===== src/sdmd_pkg.sv =====
// ----------------------------------------------------------------------------
// sdmd_pkg
// Shared types and constants of the sigma-delta motion detection unit.
// ----------------------------------------------------------------------------
`default_nettype none

package sdmd_pkg;

  localparam int PIX_W      = 8;
  localparam int ADDR_W     = 16;
  localparam int AMP_W      = 4;
  localparam int CFG_IDX_W  = 2;
  localparam int CFG_DATA_W = 8;
  localparam int FIFO_DEPTH = 3;
  localparam int FIFO_PTR_W = 2;
  localparam int FIFO_CNT_W = 2;

  localparam logic [PIX_W-1:0] PIX_MAX = 8'hFF;
  localparam logic [PIX_W-1:0] PIX_ZERO = 8'h00;

  localparam logic [PIX_W-1:0] FLOOR_RST = 8'd2;
  localparam logic [PIX_W-1:0] CEIL_RST  = 8'd254;
  localparam logic [AMP_W-1:0] AMP_RST   = 4'd4;

  // Configuration register indexes
  typedef enum logic [CFG_IDX_W-1:0] {
    CFG_FLOOR = 2'd0,
    CFG_CEIL  = 2'd1,
    CFG_AMP   = 2'd2
  } cfg_idx_t;

  typedef struct packed {
    logic [PIX_W-1:0] floor_val;
    logic [PIX_W-1:0] ceil_val;
    logic [AMP_W-1:0] amp;
  } cfg_t;

  // One input transaction
  typedef struct packed {
    logic              init;
    logic [ADDR_W-1:0] index;
    logic [PIX_W-1:0]  pixel;
  } item_t;

  // One store entry: per-pixel background statistics
  typedef struct packed {
    logic [PIX_W-1:0] variance;
    logic [PIX_W-1:0] mean;
  } entry_t;

  // One result transaction
  typedef struct packed {
    logic [PIX_W-1:0] variance;
    logic [PIX_W-1:0] mean;
    logic [PIX_W-1:0] mask;
  } result_t;

endpackage

`default_nettype wire


===== src/sdmd_update.sv =====
// ----------------------------------------------------------------------------
// sdmd_update
// Per-pixel update: mean and variance step, clamp and foreground decision.
// ----------------------------------------------------------------------------
`default_nettype none

module sdmd_update (
  input  sdmd_pkg::item_t   item,
  input  sdmd_pkg::entry_t  old_entry,
  input  sdmd_pkg::cfg_t    cfg,
  output sdmd_pkg::entry_t  new_entry,
  output sdmd_pkg::result_t result
);
  import sdmd_pkg::*;

  localparam int PROD_W = PIX_W + AMP_W;

  logic [PIX_W-1:0]  mean_step;
  logic [PIX_W-1:0]  diff;
  logic [PROD_W-1:0] prod;
  logic [PIX_W-1:0]  target;
  logic [PIX_W-1:0]  var_step;
  logic [PIX_W-1:0]  var_ceil;
  logic [PIX_W-1:0]  var_clamp;
  logic [PIX_W-1:0]  mean_out;
  logic [PIX_W-1:0]  var_out;
  logic [PIX_W-1:0]  mask_out;

  // Move one level toward the target
  function automatic logic [PIX_W-1:0] toward(input logic [PIX_W-1:0] cur,
                                               input logic [PIX_W-1:0] tgt);
    logic [PIX_W-1:0] res;
    if (cur < tgt) begin
      res = cur + PIX_W'(1);
    end else if (cur > tgt) begin
      res = cur - PIX_W'(1);
    end else begin
      res = cur;
    end
    return res;
  endfunction

  // Mean step and absolute difference against the new mean
  always_comb begin
    mean_step = toward(old_entry.mean, item.pixel);
    diff      = (mean_step > item.pixel) ? (mean_step - item.pixel)
                                         : (item.pixel - mean_step);
  end

  // Saturated target, variance step, clamp ceiling first then floor
  always_comb begin
    prod      = PROD_W'(diff) * PROD_W'(cfg.amp);
    target    = (prod > PROD_W'(PIX_MAX)) ? PIX_MAX : prod[PIX_W-1:0];
    var_step  = toward(old_entry.variance, target);
    var_ceil  = (var_step > cfg.ceil_val) ? cfg.ceil_val : var_step;
    var_clamp = (var_ceil < cfg.floor_val) ? cfg.floor_val : var_ceil;
  end

  // Select init load or normal update
  always_comb begin
    if (item.init) begin
      mean_out = item.pixel;
      var_out  = cfg.floor_val;
      mask_out = PIX_ZERO;
    end else begin
      mean_out = mean_step;
      var_out  = var_clamp;
      mask_out = (diff >= var_clamp) ? PIX_MAX : PIX_ZERO;
    end
  end

  assign new_entry.mean     = mean_out;
  assign new_entry.variance = var_out;
  assign result.mask        = mask_out;
  assign result.mean        = mean_out;
  assign result.variance    = var_out;

endmodule

`default_nettype wire


===== config.mk =====
export PLATFORM = sky130hd
export DESIGN_NAME = sdmd_update
export DESIGN_NICKNAME = d
export VERILOG_FILES = /design/src/sdmd_pkg.sv /design/src/sdmd_update.sv
export SDC_FILE = /design/constraint.sdc
export NUM_CORES = 1
export LEC_CHECK = 0
export ABC_AREA = 1
export ABC_CLOCK_PERIOD_IN_PS = 54000
export CORE_UTILIZATION = 68
export DETAILED_ROUTE_END_ITERATION = 10
export DONT_BUFFER_PORTS = 1
export GPL_TIMING_DRIVEN = 0
export MAX_ROUTING_LAYER = met4
export PLACE_DENSITY_LB_ADDON = 0.2
export SYNTH_ARGS = -nofsm -noshare
export SYNTH_HDL_FRONTEND = slang
export SYNTH_SLANG_ARGS = --single-unit

===== constraint.sdc =====
create_clock -name vclk -period 54
set_input_delay 10.8 -clock vclk [all_inputs]
set_output_delay 10.8 -clock vclk [all_outputs]
set_load 0.005 [all_outputs]

==> summary.txt <==
Outcome
  • Status: finished, final reports clean

STA
  • Least-Margin Pin Slew: roughly 0.9 ns
  • RSZ-0062 raised after global routing: no
  • Hold Violations, Final: 0
  • F_max: 29.3 MHz
  • Final setup viols: 0
  • Final period utilization: a little over three fifths
  • Final Slew Violations: 0
  • Final min period: between 30 and 40 ns
  • Sum Neg Setup Slack: 0 ns
  • Post-route setup slack: ~20 ns
  • Max_slew headroom: 39.7%

Cells and area
  • Layout cells sized above 1: 13.1%
  • Register area: 0 sq um
  • Area of the multi-input gates: 0.00314 sq mm
  • Post-Route Utilization: ~74%
  • Number of diodes: 0
  • # fillers: approximately 470
  • Clkbuf count: 0
  • Seq cells: 0
  • P&R area growth vs syn: 2.30%
  • Net count of the finished layout: between 700 and 800

Power
  • Worst VDD drop: around 0.045 mV
  • Final Power: roughly 180 uW
  • Leakage Power: about 2.3 nW
  • Pwr/cell area: 45.6 mW/mm^2

GRT
  • Pin count of the biggest net entering global routing: 11
  • First-pass GRT wire length: 14,900 microns
  • Gr usage total: a little over 30%
  • Number of global-route vias before repair: 3,673
  • Global route overflow: 0
  • Initial antenna violation count: 0

Floorplanning
  • Ports: approximately 100
  • Die area: 0.00591 sq mm
  • Starting density of the core: 72.7%
  • Core area: roughly 0.0052 sq mm
  • Chip Height: roughly 77 microns
  • Row cnt: 26
  • DIE WIDTH: between 70 and 80 microns

Routing
  • Vias per cell: ~5.6
  • Initial DRC Count: approximately 120
  • DR vias: 3,741
  • Final wirelength: 8770 microns
  • 1st-pass router iterations: 4
  • Detail Route Antenna Nets: 0
  • # DRC: 0
  • DR WL/cell: ~13 microns

Yosys
  • Distinct cell type count after synthesis: 42
  • Syn_area_per_cell: roughly 6.3 sq um
  • Yosys warnings: 0
  • Post-Syn Area: approximately 0.0038 sq mm
  • Synth Instances: around 600
  • Seq/Total Area, Yosys: 0%
  • Syn_nets: 751

Place
  • PortBufs: 0
  • GP Congestion: between 0.9 and 1
  • Post-DP HPWL: roughly 7700 microns
  • Worst slack, placed: ~20 ns

CTS
  • Post CTS Setup Buffer Count: 0
  • Hold buffer count at CTS: 0
  • Cts repair resizes: 0

Critical path
  • Crit. End Element: primary output
  • Slowest library cell on the worst path: a211oi_2
  • Crit path DAT: approximately 23 ns
  • Worst path top cell family by delay: compound AO/OA/AOI/OAI gates
  • CP dominant cell by count: nand2_1
  • Worst path required time: 43.20 ns
  • Critical path launch point type: primary input
  • Slowest stage delay, CP: approximately 0.7 ns
  • WS Path Type: primary input to primary output
  • Maximum net fanout on the critical path: 10
  • CP Buf/Inv Count: 13

Worst hold path
  • Hold WC Path Type: primary input to primary output

Job
  • Max_cap viols: 0
==> Yosys cell counts, drive strengths merged <==
| cell type | number | area, sq um |
|---|---|---|
| nand2 | 140 | 599 |
| inv | 117 | 439 |
| ha | 74 | 926 |
| nor2 | 58 | 238 |
| o21ai | 33 | 173 |
| a21oi | 31 | 155 |
| buf | 27 | 208 |
| nand3 | 27 | 185 |
| xor2 | 21 | 184 |
| fa | 14 | 280 |
| nor3 | 13 | 75.1 |
| nand4 | 8 | 56.3 |
| o21a | 7 | 52.6 |
| o211ai | 5 | 37.5 |
| o21bai | 5 | 37.5 |
| clkbuf | 3 | 11.3 |
| or2 | 3 | 18.8 |
| xnor2 | 3 | 26.3 |
| a211oi | 2 | 25.0 |
| clkinv | 2 | 8.75 |
| o221ai | 2 | 17.5 |
| a21o | 1 | 7.51 |
| a221oi | 1 | 15.0 |
| and2 | 1 | 6.26 |
| nor4 | 1 | 6.26 |
| o22ai | 1 | 6.26 |
| o41ai | 1 | 8.76 |
| or3 | 1 | 6.26 |
==> where the power goes <==
group	switching, mW	total, mW	internal [mW]
Combinational	0.108	0.178	0.0701
Sequential	0	0	0
Clock	0	0	0
Total	0.108	0.178	0.0701
==> routing by layer <==
metal	global-route usage [%]	routed length, microns
met1	35.4	3820
met2	54.9	4340
met3	2.86	439
met4	10.2	170
met5	-	0
==> area by class of cell <==
cell class | count | area share [%]
Multi-Input combinational cell | 453 | 80.6
Tap cell | 70 | 2.25
Inverter | 119 | 11.5
Buffer | 30 | 5.62
==> kinds of logic after synthesis <==
logic type      Yosys count  synth area share, %
compound gates           89                 14.1
xor+xnor                 24                 5.52
fa+ha+maj                88                 31.7
buf+inv                 149                 17.5
simple gates            252                 31.3
==> path summary, 6_finish.rpt <==
path | start | endpoint | slack (ns) | depth (start not counted)
worst min-delay path | item[24] | new_entry[2] | 21.71 | 1
worst max-delay path | item[5] | result[5] | 19.92 | 73
==> stage by stage <==
step	cells	instance area (sq um)	hold WS, ns
after global placement	672	3900	21.71
after CTS	672	3900	21.71
after global routing	672	3900	21.72
final	672	3900	21.71
after detailed placement	672	3900	21.71
after floorplan	602	3810	21.70
==> placed cells by master (no fill, tap or decap), types with 3 or more instances in the layout <==
| master | instances |
|---|---|
| o21a_1 | 7 |
| buf_4 | 24 |
| xnor2_1 | 3 |
| o21ai_1 | 6 |
| fa_1 | 14 |
| xor2_1 | 21 |
| o21ai_0 | 25 |
| o21bai_1 | 5 |
| clkbuf_1 | 3 |
| nand2_2 | 17 |
| nand2_1 | 120 |
| nor2_1 | 54 |
| inv_1 | 111 |
| inv_2 | 6 |
| nand3_1 | 17 |
| or2_2 | 3 |
| o211ai_1 | 5 |
| a21oi_1 | 31 |
| ha_1 | 74 |
| nand4_1 | 7 |
| nor3_1 | 11 |
| nand3_2 | 10 |
(Power assumes the default switching activity.)
