[src/sdmd_pkg.sv]
// ----------------------------------------------------------------------------
// sdmd_pkg
// Shared types and constants of the sigma-delta motion detection unit.
// ----------------------------------------------------------------------------
`default_nettype none

package sdmd_pkg;

  localparam int PIX_W      = 8;
  localparam int ADDR_W     = 16;
  localparam int AMP_W      = 4;
  localparam int CFG_IDX_W  = 2;
  localparam int CFG_DATA_W = 8;
  localparam int FIFO_DEPTH = 3;
  localparam int FIFO_PTR_W = 2;
  localparam int FIFO_CNT_W = 2;

  localparam logic [PIX_W-1:0] PIX_MAX = 8'hFF;
  localparam logic [PIX_W-1:0] PIX_ZERO = 8'h00;

  localparam logic [PIX_W-1:0] FLOOR_RST = 8'd2;
  localparam logic [PIX_W-1:0] CEIL_RST  = 8'd254;
  localparam logic [AMP_W-1:0] AMP_RST   = 4'd4;

  // Configuration register indexes
  typedef enum logic [CFG_IDX_W-1:0] {
    CFG_FLOOR = 2'd0,
    CFG_CEIL  = 2'd1,
    CFG_AMP   = 2'd2
  } cfg_idx_t;

  typedef struct packed {
    logic [PIX_W-1:0] floor_val;
    logic [PIX_W-1:0] ceil_val;
    logic [AMP_W-1:0] amp;
  } cfg_t;

  // One input transaction
  typedef struct packed {
    logic              init;
    logic [ADDR_W-1:0] index;
    logic [PIX_W-1:0]  pixel;
  } item_t;

  // One store entry: per-pixel background statistics
  typedef struct packed {
    logic [PIX_W-1:0] variance;
    logic [PIX_W-1:0] mean;
  } entry_t;

  // One result transaction
  typedef struct packed {
    logic [PIX_W-1:0] variance;
    logic [PIX_W-1:0] mean;
    logic [PIX_W-1:0] mask;
  } result_t;

endpackage

`default_nettype wire

[src/sdmd_out_fifo.sv]
// ----------------------------------------------------------------------------
// sdmd_out_fifo
// Three-entry result queue that decouples the update pipe from the
// result channel.
// ----------------------------------------------------------------------------
`default_nettype none

module sdmd_out_fifo (
  input  wire                              clk,
  input  wire                              rst_n,
  input  wire                              push,
  input  sdmd_pkg::result_t                push_data,
  input  wire                              pop_ready,
  output logic                             pop_valid,
  output sdmd_pkg::result_t                pop_data,
  output logic [sdmd_pkg::FIFO_CNT_W-1:0]  count
);
  import sdmd_pkg::*;

  result_t                entries [FIFO_DEPTH];
  logic [FIFO_PTR_W-1:0]  wr_ptr_r, wr_ptr_nxt;
  logic [FIFO_PTR_W-1:0]  rd_ptr_r, rd_ptr_nxt;
  logic [FIFO_CNT_W-1:0]  cnt_r, cnt_nxt;
  logic                   pop;

  function automatic logic [FIFO_PTR_W-1:0] ptr_inc(input logic [FIFO_PTR_W-1:0] p);
    logic [FIFO_PTR_W-1:0] res;
    if (p == FIFO_PTR_W'(FIFO_DEPTH - 1)) begin
      res = '0;
    end else begin
      res = p + FIFO_PTR_W'(1);
    end
    return res;
  endfunction

  assign pop = pop_valid && pop_ready;

  // Advance pointers and count
  always_comb begin
    wr_ptr_nxt = push ? ptr_inc(wr_ptr_r) : wr_ptr_r;
    rd_ptr_nxt = pop ? ptr_inc(rd_ptr_r) : rd_ptr_r;
    cnt_nxt    = cnt_r;
    if (push && !pop) begin
      cnt_nxt = cnt_r + FIFO_CNT_W'(1);
    end else if (pop && !push) begin
      cnt_nxt = cnt_r - FIFO_CNT_W'(1);
    end
  end

  always_ff @(posedge clk) begin
    if (!rst_n) begin
      wr_ptr_r <= '0;
      rd_ptr_r <= '0;
      cnt_r    <= '0;
    end else begin
      wr_ptr_r <= wr_ptr_nxt;
      rd_ptr_r <= rd_ptr_nxt;
      cnt_r    <= cnt_nxt;
    end
  end

  // Store pushed results
  always_ff @(posedge clk) begin
    if (push) begin
      entries[wr_ptr_r] <= push_data;
    end
  end

  assign pop_valid = (cnt_r != '0);
  assign pop_data  = entries[rd_ptr_r];
  assign count     = cnt_r;

endmodule

`default_nettype wire
[config.mk]
export PLATFORM = sky130hd
export DESIGN_NAME = sdmd_out_fifo
export DESIGN_NICKNAME = d
export VERILOG_FILES = /design/src/sdmd_pkg.sv /design/src/sdmd_out_fifo.sv
export SDC_FILE = /design/constraint.sdc
export NUM_CORES = 1
export LEC_CHECK = 0
export ABC_CLOCK_PERIOD_IN_PS = 4150
export BUFFER_PORTS_ARGS = -buffer_cell sky130_fd_sc_hd__buf_2
export CAP_MARGIN = 15
export CORE_MARGIN = 2
export CORE_UTILIZATION = 26
export CTS_BUF_LIST = sky130_fd_sc_hd__clkbuf_8
export CTS_CLUSTER_DIAMETER = 200
export CTS_CLUSTER_SIZE = 10
export DETAILED_ROUTE_END_ITERATION = 6
export PLACE_DENSITY = 0.49
export SETUP_SLACK_MARGIN = 0.2
export SYNTH_ARGS = -nofsm -noshare
export SYNTH_HDL_FRONTEND = slang
export SYNTH_SLANG_ARGS = --single-unit
[constraint.sdc]
create_clock -name clk -period 4.15 [get_ports clk]
set_input_delay 1.0375 -clock clk [delete_from_list [all_inputs] [get_ports clk]]
set_output_delay 1.0375 -clock clk [all_outputs]
set_load 0.01 [all_outputs]
==> summary.txt <==
Outcome
  • Status: complete, no violations

Min path
  • Hold/Removal Path Class: register to register

Power
  • P per Cell Area: 540 nW/um^2
  • Pleak: 1.24 nW
  • Clock share of power: 0.318
  • Part of the power in registers: 0.516
  • Int Pwr: 1.45 mW
  • NetSw: 0.510 mW
  • Max VDD drop: 0.345 mV
  • Combinational Power Share: 0.166
  • Switch share: 0.261

Run
  • Max Cap Violations: 0

Routing
  • Final ANT Viol Nets: 0
  • WL/cell: 13.7 um
  • DRC viols: 0
  • DRT iter0 DRCs: 34
  • Vias: 1597
  • Drt first pass iters: 4
  • Vias/cell: 4.09
  • Final WL: 5360 um

STA
  • Slew HR: 0.415
  • Max frequency: 353 MHz
  • Final worst-path cycle share: 0.683
  • Setup TNS: 0 ps
  • Hold violation count in the final report: 0
  • Final clock skew: 13.9 ps
  • Worst-Margin Slew: 877 ps
  • Final setup vio count: 0
  • Fin. max-slew vios: 0
  • Unrepaired setup endpoints after global routing: no
  • Crit path time final: 2830 ps

Final layout
  • NumNets Final: 271
  • Area growth syn-to-layout: 22.1%
  • Layout cell share with drive strength beyond 1: 0.312
  • Fin cells: 390
  • ANT cells: 0
  • Fillers: 1121

Clocking
  • Post-CTS Resized: 0
  • Setup Fix Bufs, Post-CTS: 0
  • CTS sink cnt: 80
  • CTS buffer count: 9
  • CTS tree: done
  • Worst skew pair latency: 350 ps
  • Root buffer cell: clkbuf_8
  • CTS H-tree depth: 3
  • CTS Hold Buffers Added: 0
  • Worst-path clk slew: 90 ps
  • Clk buf depth: 2

Setup path
  • CP Launch Type: register
  • Crit end category: primary output
  • Worst EP arrival: 1800 ps
  • Setup CP Type: register to primary output
  • Required @ worst endpoint: 3110 ps
  • Crit-path max FO: 24

Floorplanning
  • I/O Pins: 55
  • FP Rows: 39
  • Die X: 111 um
  • Height of the die: 111 um
  • Die Area: 12300 um^2
  • Starting Density: 0.264
  • Area of the core: 11300 um^2

Yosys
  • Cells after Synth: 184
  • Seq/Total Area, Yosys: 0.781
  • Yosys synthesis warning count: 0
  • Synth cell types: 23
  • Yosys reg bits: 80
  • Syn Nets: 213
  • Syn Area/Cell: 16.2 um^2
  • Synth Cell Area: 2970 um^2

Place
  • Routability cong.: 0.701
  • Placed Instances: 374
  • Port Buffer Count: 54
  • Post-DP HPWL: 3190 um

Global route
  • Largest net degree at the start of global routing: 49
  • Initial antenna violation count: 0
  • GR Overflow Total: 0
  • First-pass GRT wire length: 8360 um
  • Vias in the first global route: 1575
  • GRT Util Overall: 0.0911
## sequential cells by signal, summed over array words and instances (netlist names), named ones only
| signal | flops |
|---|---|
| entries | 72 |
| wr_ptr_r | 2 |
| count | 2 |
| rd_ptr_r | 2 |
## power by group through the flow
stage                     Combinational (mW)  Clock, mW  Sequential, mW
after detailed placement               0.332          0            1.03
after CTS                              0.334      0.645            1.01
final                                  0.326      0.622            1.01
after floorplan                        0.248          0           0.975
after global placement                 0.330          0            1.03
after global routing                   0.362      0.676            1.02
## layout make-up
class	count	area, um^2	area share
Clock buffer	10	138	0.0379
Clock inverter	6	81.3	0.0224
Multi-Input combinational cell	96	628	0.173
Sequential cell	80	2320	0.641
Tap cell	143	179	0.0493
Timing Repair Buffer	55	278	0.0766
## metal layers
| layer | vias to the layer above | part of all wire | GRT usage |
|---|---|---|---|
| met4 | 0 | 0.023 | 0.0600 |
| li1 | 799 | - | - |
| met2 | 36 | 0.45 | 0.133 |
| met1 | 751 | 0.47 | 0.113 |
| met3 | 11 | 0.061 | 0.0334 |
| met5 | - | 0 | 0 |
## per-stage QoR
step | setup slack (ps) | hold WS (ps) | instance area, um^2 | utilization | total power, mW
floorplan | 814 | 451 | 2970 | - | 1.22
global placement | 1670 | 464 | 3410 | 0.302 | 1.36
detailed placement | 1650 | 471 | 3410 | 0.302 | 1.36
CTS | 1250 | 487 | 3630 | 0.322 | 1.99
global route | 1160 | 511 | 3630 | 0.322 | 2.06
finish | 1320 | 487 | 3630 | 0.322 | 1.96
## critical path, cell delays in order (launching register included)
cell     delay (ps)
dfxtp_2         880
mux2i_1         320
o21ai_1          80
buf_2           170
## final timing paths
path                            slack, ps  depth (start not counted)         from        endpoint
worst max-delay path                 1320                          3     register    pop_data[17]
worst max register to register       2570                          2  wr_ptr_r[0]  entries[1][20]
worst min register to register        490                          2  rd_ptr_r[0]     rd_ptr_r[0]
worst min-delay path                  490                          2  rd_ptr_r[0]     rd_ptr_r[0]
## cells by family after synthesis
group	count (synthesis)	share of synthesized area
mux	24	0.0808
simple gates	38	0.0560
xor+xnor	2	0.00590
fa+ha+maj	1	0.00421
compound gates	31	0.0577
flops	80	0.781
buf+inv	8	0.0139
## cell usage after synthesis
cell / number / area (um^2)
nand2_1: 28 / 105
or3_1: 2 / 12.5
o21a_1: 2 / 15.0
mux2i_1: 24 / 240
or3b_1: 1 / 8.76
or2_1: 1 / 6.26
a21boi_1: 3 / 22.5
nor2_1: 2 / 7.51
ha_1: 1 / 12.5
xnor2_1: 1 / 8.76
o21ai_0: 1 / 5.00
o21ai_2: 1 / 8.76
buf_4: 2 / 15.0
buf_1: 1 / 3.75
and2_1: 1 / 6.26
nor3b_1: 1 / 7.51
edfxtp_1: 72 / 2160
dfxtp_1: 8 / 160
nor2b_1: 2 / 12.5
o21ai_1: 24 / 120
buf_2: 3 / 15.0
xor2_1: 1 / 8.76
clkbuf_1: 2 / 7.51
## cells in the final DEF (no fill, tap or decap), types with 3 or more instances in the layout
cell / instances
o21ai_1: 24
buf_2: 54
nand2_1: 28
clkinv_2: 3
dfxtp_1: 6
a21boi_1: 3
clkbuf_8: 10
edfxtp_1: 72
mux2i_1: 24
Power figures use the tool's default switching activity.
